### src/sv/rc4_pkg.sv
// Shared types and constants of the RC4 stream cipher core.
`timescale 1ns / 1ps

package rc4_pkg;

	localparam int BYTE_W          = 8;
	localparam int PERM_DEPTH      = 256;
	localparam int PERM_AW         = 8;
	localparam int KEY_STORE_DEPTH = 256;
	localparam int CMD_W           = 2;

	typedef enum logic [CMD_W-1:0] {
		CMD_INIT = 2'd0,
		CMD_KEY  = 2'd1,
		CMD_DATA = 2'd2,
		CMD_NOP  = 2'd3
	} cmd_t;

	typedef struct packed {
		logic               clr;
		logic               we;
		logic [PERM_AW-1:0] waddr;
		logic [BYTE_W-1:0]  wdata;
		logic [PERM_AW-1:0] raddr;
	} perm_req_t;

endpackage

### src/sv/rc4_perm_mem.sv
// Permutation memory: one write and one read port, registered read, per-entry valid bits.
`timescale 1ns / 1ps

module rc4_perm_mem (
	input  logic                                    clk,
	input  logic                                    arst_n,
	input  rc4_pkg::perm_req_t                      req,
	output logic [rc4_pkg::BYTE_W-1:0]              rdata
);

	logic [rc4_pkg::BYTE_W-1:0]  mem [rc4_pkg::PERM_DEPTH];
	logic [rc4_pkg::PERM_DEPTH-1:0] vld_q;
	logic [rc4_pkg::BYTE_W-1:0]  data_q;
	logic [rc4_pkg::PERM_AW-1:0] addr_q;
	logic                        hit_q;

	// entries not written since init read as their own index
	always_ff @(posedge clk or negedge arst_n) begin
		if (!arst_n) begin
			vld_q <= '0;
			hit_q <= 1'b0;
		end else begin
			if (req.clr) begin
				vld_q <= '0;
			end else if (req.we) begin
				vld_q[req.waddr] <= 1'b1;
			end
			hit_q <= (req.we && req.waddr == req.raddr) || vld_q[req.raddr];
		end
	end

	// write-first on a same-address read
	always_ff @(posedge clk) begin
		if (req.we) begin
			mem[req.waddr] <= req.wdata;
		end
		if (req.we && req.waddr == req.raddr) begin
			data_q <= req.wdata;
		end else begin
			data_q <= mem[req.raddr];
		end
		addr_q <= req.raddr;
	end

	assign rdata = hit_q ? data_q : addr_q;

endmodule

### src/sv/rc4_key_mem.sv
// Key store memory: one write and one read port, registered read.
`timescale 1ns / 1ps

module rc4_key_mem #(
	parameter int DEPTH = rc4_pkg::KEY_STORE_DEPTH,
	localparam int AW   = (DEPTH > 1) ? $clog2(DEPTH) : 1
) (
	input  logic                       clk,
	input  logic                       we,
	input  logic [AW-1:0]              waddr,
	input  logic [rc4_pkg::BYTE_W-1:0] wdata,
	input  logic                       re,
	input  logic [AW-1:0]              raddr,
	output logic [rc4_pkg::BYTE_W-1:0] rdata
);

	logic [rc4_pkg::BYTE_W-1:0] mem [DEPTH];
	logic [rc4_pkg::BYTE_W-1:0] rdata_q;

	always_ff @(posedge clk) begin
		if (we) begin
			mem[waddr] <= wdata;
		end
		if (re) begin
			rdata_q <= mem[raddr];
		end
	end

	assign rdata = rdata_q;

endmodule

### src/sv/rc4_keyed_stream_cipher_core.sv
// Top level of the RC4 keyed stream cipher core: command sequencer and output register.
//
// Usage:
//   Input words arrive on s_*: s_tuser carries the command (init, key byte,
//   data byte, no-op), s_tdata the byte, s_tlast marks the final key byte.
//   Cipher bytes leave on m_*, one for each data command, in order.
//   Every swap step of the key schedule and of the keystream runs through the
//   single read port of the permutation memory: read S[i], read S[j], write
//   S[i], write S[j] while the next read is issued.
//   Init: valid bits of the permutation are cleared at once.
//   Key byte: states IDLE, RDJ, SWPI, SWPJ; the final key byte repeats RDJ, SWPI
//   and SWPJ for each of the remaining schedule steps until the mixing index wraps.
//   Data byte: states IDLE, RDJ, SWPI, SWPJ, OUT; result registered in the output stage.
//   No-op: taken in IDLE with no further step.
//   Reset loads the identity permutation immediately; no sweep is needed.
//   The output register holds a word while m_tready is low; further commands
//   are still taken, and a data command waits in its last cycle until the
//   output register is free.
`timescale 1ns / 1ps

module rc4_keyed_stream_cipher_core #(
	parameter int KEY_STORE_DEPTH = rc4_pkg::KEY_STORE_DEPTH
) (
	input  logic       clk,
	input  logic       arst_n,
	input  logic       s_tvalid,
	output logic       s_tready,
	input  logic [7:0] s_tdata,   // [7:0] byte_value
	input  logic       s_tlast,   // last_key_byte
	input  logic [1:0] s_tuser,   // [1:0] command
	output logic       m_tvalid,
	input  logic       m_tready,
	output logic [7:0] m_tdata    // [7:0] cipher_byte
);

	localparam int KCNT_W = $clog2(KEY_STORE_DEPTH + 1);
	localparam int KIDX_W = (KEY_STORE_DEPTH > 1) ? $clog2(KEY_STORE_DEPTH) : 1;
	localparam int BW     = rc4_pkg::BYTE_W;
	localparam int AW     = rc4_pkg::PERM_AW;

	typedef enum logic [2:0] {
		ST_IDLE,
		ST_RDJ,
		ST_SWPI,
		ST_SWPJ,
		ST_OUT
	} state_t;

	state_t              state_q;
	logic                in_run_q;
	logic [AW-1:0]       mix_q;
	logic [AW-1:0]       j_q;
	logic [AW-1:0]       oidx_q;
	logic [AW-1:0]       idx_q;
	logic [KCNT_W-1:0]   pos_q;
	logic [KCNT_W-1:0]   len_q;
	logic [KCNT_W-1:0]   rp_q;
	logic                data_q;
	logic                first_q;
	logic                last_q;
	logic [BW-1:0]       val_q;
	logic [BW-1:0]       si_q;
	logic [AW-1:0]       t_q;
	logic                out_vld_q;
	logic [BW-1:0]       out_q;

	rc4_pkg::perm_req_t  preq;
	logic [BW-1:0]       perm_rd;
	logic [BW-1:0]       key_rd;
	logic                kwe;
	logic                kre;

	rc4_pkg::cmd_t       cmd;
	logic                acc;
	logic [AW-1:0]       i_eff;
	logic [KCNT_W-1:0]   pos_eff;
	logic                store_ok;
	logic [BW-1:0]       k;
	logic [AW-1:0]       j_new;
	logic [AW-1:0]       mix_next;
	logic                cont;
	logic [KCNT_W-1:0]   rp_inc;
	logic                out_free;

	assign cmd      = rc4_pkg::cmd_t'(s_tuser);
	assign s_tready = (state_q == ST_IDLE);
	assign acc      = s_tvalid && s_tready;
	assign i_eff    = in_run_q ? mix_q : '0;
	assign pos_eff  = in_run_q ? pos_q : '0;
	assign store_ok = pos_eff < KCNT_W'(KEY_STORE_DEPTH);
	assign k        = data_q ? '0 : (first_q ? val_q : key_rd);
	assign j_new    = j_q + perm_rd + k;
	assign mix_next = mix_q + 1'b1;
	assign cont     = !data_q && last_q && (mix_next != '0);
	assign rp_inc   = rp_q + 1'b1;
	assign out_free = !out_vld_q || m_tready;

	rc4_perm_mem u_perm (
		.clk    (clk),
		.arst_n (arst_n),
		.req    (preq),
		.rdata  (perm_rd)
	);

	rc4_key_mem #(
		.DEPTH (KEY_STORE_DEPTH)
	) u_key (
		.clk   (clk),
		.we    (kwe),
		.waddr (pos_eff[KIDX_W-1:0]),
		.wdata (s_tdata),
		.re    (kre),
		.raddr (rp_q[KIDX_W-1:0]),
		.rdata (key_rd)
	);

	always_comb begin
		preq = '0;
		kwe  = 1'b0;
		kre  = 1'b0;
		case (state_q)
			ST_IDLE: begin
				if (acc) begin
					case (cmd)
						rc4_pkg::CMD_INIT: preq.clr = 1'b1;
						rc4_pkg::CMD_KEY: begin
							preq.raddr = i_eff;
							kwe        = store_ok;
						end
						rc4_pkg::CMD_DATA: preq.raddr = oidx_q + 1'b1;
						default: ;
					endcase
				end
			end
			ST_RDJ: preq.raddr = j_new;
			ST_SWPI: begin
				preq.we    = 1'b1;
				preq.waddr = idx_q;
				preq.wdata = perm_rd;
			end
			ST_SWPJ: begin
				preq.we    = 1'b1;
				preq.waddr = j_q;
				preq.wdata = si_q;
				preq.raddr = data_q ? t_q : mix_next;
				kre        = cont;
			end
			// keep the keystream byte on the read port while the output stalls
			ST_OUT: preq.raddr = t_q;
			default: ;
		endcase
	end

	always_ff @(posedge clk or negedge arst_n) begin
		if (!arst_n) begin
			state_q   <= ST_IDLE;
			in_run_q  <= 1'b0;
			mix_q     <= '0;
			j_q       <= '0;
			oidx_q    <= '0;
			idx_q     <= '0;
			pos_q     <= '0;
			len_q     <= '0;
			rp_q      <= '0;
			data_q    <= 1'b0;
			first_q   <= 1'b0;
			last_q    <= 1'b0;
			val_q     <= '0;
			si_q      <= '0;
			t_q       <= '0;
			out_vld_q <= 1'b0;
			out_q     <= '0;
		end else begin
			if (state_q == ST_OUT && out_free) begin
				out_q     <= val_q ^ perm_rd;
				out_vld_q <= 1'b1;
			end else if (m_tready) begin
				out_vld_q <= 1'b0;
			end
			case (state_q)
				ST_IDLE: begin
					if (acc) begin
						case (cmd)
							rc4_pkg::CMD_INIT: begin
								j_q      <= '0;
								in_run_q <= 1'b0;
								mix_q    <= '0;
								pos_q    <= '0;
								len_q    <= '0;
							end
							rc4_pkg::CMD_KEY: begin
								in_run_q <= 1'b1;
								mix_q    <= i_eff;
								idx_q    <= i_eff;
								if (store_ok) begin
									pos_q <= pos_eff + 1'b1;
									len_q <= pos_eff + 1'b1;
								end else begin
									pos_q <= pos_eff;
								end
								rp_q    <= '0;
								data_q  <= 1'b0;
								first_q <= 1'b1;
								last_q  <= s_tlast;
								val_q   <= s_tdata;
								state_q <= ST_RDJ;
							end
							rc4_pkg::CMD_DATA: begin
								oidx_q  <= oidx_q + 1'b1;
								idx_q   <= oidx_q + 1'b1;
								data_q  <= 1'b1;
								val_q   <= s_tdata;
								state_q <= ST_RDJ;
							end
							default: ;
						endcase
					end
				end
				ST_RDJ: begin
					si_q    <= perm_rd;
					j_q     <= j_new;
					state_q <= ST_SWPI;
				end
				ST_SWPI: begin
					t_q     <= si_q + perm_rd;
					state_q <= ST_SWPJ;
				end
				ST_SWPJ: begin
					if (data_q) begin
						state_q <= ST_OUT;
					end else begin
						mix_q <= mix_next;
						if (cont) begin
							idx_q   <= mix_next;
							first_q <= 1'b0;
							rp_q    <= (rp_inc >= len_q) ? '0 : rp_inc;
							state_q <= ST_RDJ;
						end else begin
							if (last_q) begin
								oidx_q   <= '0;
								in_run_q <= 1'b0;
							end
							state_q <= ST_IDLE;
						end
					end
				end
				ST_OUT: begin
					if (out_free) begin
						state_q <= ST_IDLE;
					end
				end
				default: state_q <= ST_IDLE;
			endcase
		end
	end

	assign m_tvalid = out_vld_q;
	assign m_tdata  = out_q;

endmodule

### config.mk
export PLATFORM = sky130hd
export DESIGN_NAME = rc4_keyed_stream_cipher_core
export DESIGN_NICKNAME = d
export VERILOG_FILES = /design/src/sv/rc4_pkg.sv /design/src/sv/rc4_perm_mem.sv /design/src/sv/rc4_key_mem.sv /design/src/sv/rc4_keyed_stream_cipher_core.sv
export SDC_FILE = /design/constraint.sdc
export NUM_CORES = 2
export LEC_CHECK = 0
export BUFFER_PORTS_ARGS = -buffer_cell sky130_fd_sc_hd__buf_4
export CORE_MARGIN = 2
export CORE_UTILIZATION = 58
export CTS_CLUSTER_DIAMETER = 40
export DETAILED_ROUTE_END_ITERATION = 16
export PLACE_DENSITY = 0.8
export SETUP_SLACK_MARGIN = 0.4
export SYNTH_ARGS = -nofsm -noshare
export SYNTH_HDL_FRONTEND = slang
export SYNTH_SLANG_ARGS = --single-unit
export TNS_END_PERCENT = 20
### constraint.sdc
create_clock -name clk -period 18.2 [get_ports clk]
set_clock_uncertainty 0.05 [all_clocks]
set_input_delay 2.73 -clock clk [delete_from_list [all_inputs] [get_ports clk]]
set_output_delay 2.73 -clock clk [all_outputs]
set_load 0.01 [all_outputs]
==> flow_summary_export.csv <==
group,metric,value,unit
clocking,cts.path.max_buffers,4,
place,dp_cells,11936,
layout,mostFrequentLayoutCell,"edfxtp_1",
setup_path,crit_type,"flop to flop",
logic_synthesis,ys_ff_latch,4468,
drt,via_per_inst,7.09,
setup_path,crit_required,18.98,ns
logic_synthesis,synth_top_area_share,70.3,%
power,seqPwrFrac,44.7,%
setup_path,worstPathArrival,11.11,ns
drt,wl_per_cell,37.4,microns
grt,gr-total-overflow,0,
floorplanning,boundaryPins,25,
setup_path,crit_chain,"buf_12 > buf_12 > mux4_2 > mux4_2 > mux4_2 > a22o_1 > o21ai_1 > o21ai_1 > fa_1 > nor2b_1 > o21bai_1 > and3_4 > buf_4 > inv_2 > buf_4 > nand2_1 > and3_1 > a311oi_1 > a311oi_1 > nor3_1 > o32ai_1 > a32oi_1",
setup_path,crit_path_top_delay_cell,"dfxtp_4",
drt,drtIter0Drc,14341,
clocking,ctsHtreeMaxLevel,5,
power,clkPwrFrac,34.8,%
setup_path,critPathLaunchType,"flop",
timing,slew-limit-headroom,0.649,%
clocking,cts_resized,0,
grt,antenna_found_initial,15,
floorplanning,die_w,554,microns
timing,hold_viol,0,
setup_path,cpLargestDelayFamily,"buffers and inverters",
layout,fin_cells,12815,
timing,grt_setup_unrepaired,"false",
grt,grtUsageTotal,31.5,%
min_path,min_path_type,"flop to flop",
grt,grt_pass1_vias,92893,
timing,setup_viol,0,
timing,finalCritPeriodShare,56.8,%
power,p_comb_share,20.5,%
drt,vias,90799,
logic_synthesis,synth_edf_count,4104,
logic_synthesis,async_reset_ff_share,7.97,%
logic_synthesis,syn_avg_cell_area,21.3,sq um
clocking,cts-root-buf,"clkbuf_16",
setup_path,startpoint,"u_perm.addr_q[0]",
timing,fin_tns_setup,0,ns
grt,grt_pass1_wl,688,mm
floorplanning,row_count,201,
status,violations,"capacitance limit",
layout,fin_nets,8507,
floorplanning,coreArea,300000,sq um
floorplanning,die_area,307000,sq um
timing,max_freq,0.0968,GHz
drt,ant_nets,0,
logic_synthesis,yosysTopAreaCell,"edfxtp_1",
timing,tightest_slew,1.48,ns
setup_path,critPathMaxFanout,118,
setup_path,cpPeakStageDelay,0.87,ns
drt,first_pass_iters,6,
layout,final_cell_mix,"edfxtp_1 (4104), mux4_2 (1336), nor2_1 (565)",
setup_path,crit_top_cell,"mux4_2",
setup_path,cp_num_buf_inv,5,
min_path,holdCritStartpoint,"u_perm.vld_q[208]",
logic_synthesis,ys_warn_count,0,
run,cap_violations,1,
drt,drc,0,
place,io_buffers,24,
power,ir_worst_vdd,0.189,mV
place,finalWeightedCongestion,0.960,
place,hpwl,258,mm
timing,final_max_slew_viol_count,0,
power,p_switching,8.29,mW
clocking,cts_buffers,470,
clocking,cts.clk_slew.worst_paths,0.06,ns
logic_synthesis,synth_area,175000,sq um
setup_path,r2r_start,"u_perm.addr_q[0]",
floorplanning,die_y,554,microns
logic_synthesis,syn_nets,8277,
power,powerDensity,143,nW/um^2
power,p_leak,62.1,nW
setup_path,critPathCaptureType,"flop",
clocking,clk_latency,1.02,ns
clocking,cts_setup_buffers,0,
floorplanning,initial_core_util,58.4,%
layout,syn_to_final_growth,11.9,%
timing,period_minus_slack,10.33,ns
logic_synthesis,ys_top_cells_by_area,"edfxtp_1 (70%), mux4_2 (17%), dfrtp_1 (5.1%)",
layout,drive_gt1_share,27.0,%
logic_synthesis,synth_cells,8220,
grt,grt_max_degree,225,
logic_synthesis,seq_area_frac_synth,75.4,%
clocking,hold_buffers,0,
clocking,cts_sinks,4468,
drt,drt-total-wl,480,mm
power,internal_power,19.8,mW
logic_synthesis,synth_ff_type,"edfxtp_1",
power,swShare,29.5,%
clocking,cts_tree,"yes",
status,outcome,"finished, violations left",
logic_synthesis,synth.distinct_cells,74,
area by class of cell:
type	instances	area (sq um)
flip-flops and latches	4468	132000
fillers	17792	104000
multi-input cells	3214	40900
clock buffers	548	12300
well taps	3958	4950
clock inverters	320	3460
repair buffers	240	1980
inverters	56	218
diodes	11	27.5
final timing paths:
kind | endpoint | slack (ns) | cells past startpoint
worst max-delay path | u_perm.hit_q | 7.87 | 22
worst min-delay path | u_perm.vld_q[208] | 0.44 | 1
worst max register to register | u_perm.hit_q | 7.87 | 22
worst min register to register | u_perm.vld_q[208] | 0.44 | 1
max in group asynchronous | rp_q[4] | 14.70 | 2
min in group asynchronous | u_perm.vld_q[151] | 1.71 | 1
registers in the layout, summed over array words and instances, names as in the netlist, 9 cells and up:
signal	flops
u_perm.mem	2048
pos_q	9
len_q	9
u_key.mem	2048
rp_q	9
u_perm.vld_q	256
routing by layer:
metal,part of all wire [%],global-route usage [%]
met1,33,39.8
met3,10,6.31
met4,6.8,17.6
met5,0.031,0
met2,50,51.6
cell usage after synthesis (26+ instances only):
| cell | number |
|---|---|
| o21a_1 | 256 |
| dfrtp_1 | 356 |
| a22o_1 | 27 |
| a21oi_1 | 56 |
| buf_2 | 71 |
| nand3_1 | 79 |
| ha_1 | 33 |
| mux4_2 | 1336 |
| nor2_1 | 572 |
| edfxtp_1 | 4104 |
| o21ai_0 | 52 |
| inv_1 | 44 |
| buf_4 | 26 |
| xnor2_1 | 29 |
| mux2i_1 | 81 |
| buf_1 | 82 |
| clkbuf_1 | 293 |
| nand2_1 | 347 |
cell families (layout without fill, tap and decap cells):
kind of cell,count (synthesis),after routing,share of synthesized area (%)
other cells,0,11,0
mux,1426,1426,17.7
simple gates,1118,1118,2.63
xor+xnor,51,51,0.255
fa+ha+maj,42,42,0.338
buf+inv,538,1164,1.30
flops,4468,4468,75.4
compound gates,577,577,2.36
per-stage QoR:
step | util [%] | hold WS, ns | setup WS [ns] | area [sq um] | power [mW]
finish | 65.3 | 0.438 | 7.87 | 196000 | 28.1
floorplan | - | 0.394 | 3.14 | 175000 | 16.6
global placement | 60.1 | 0.416 | 8.32 | 180000 | 18.1
global route | 65.3 | 0.450 | 7.39 | 196000 | 28.7
CTS | 65.3 | 0.441 | 8.01 | 196000 | 28.0
detailed placement | 60.1 | 0.424 | 8.06 | 180000 | 18.3
power groups by stage:
stage | Combinational, mW | Clock (mW) | Sequential (mW)
6_report | 5.76 | 9.76 | 12.5
5_1_grt | 6.01 | 10.1 | 12.6
4_1_cts | 5.64 | 9.80 | 12.5
3_5_place_dp | 5.53 | 0 | 12.7
3_3_place_gp | 5.34 | 0 | 12.7
2_1_floorplan | 3.73 | 0 | 12.9
(Power assumes the default switching activity.)
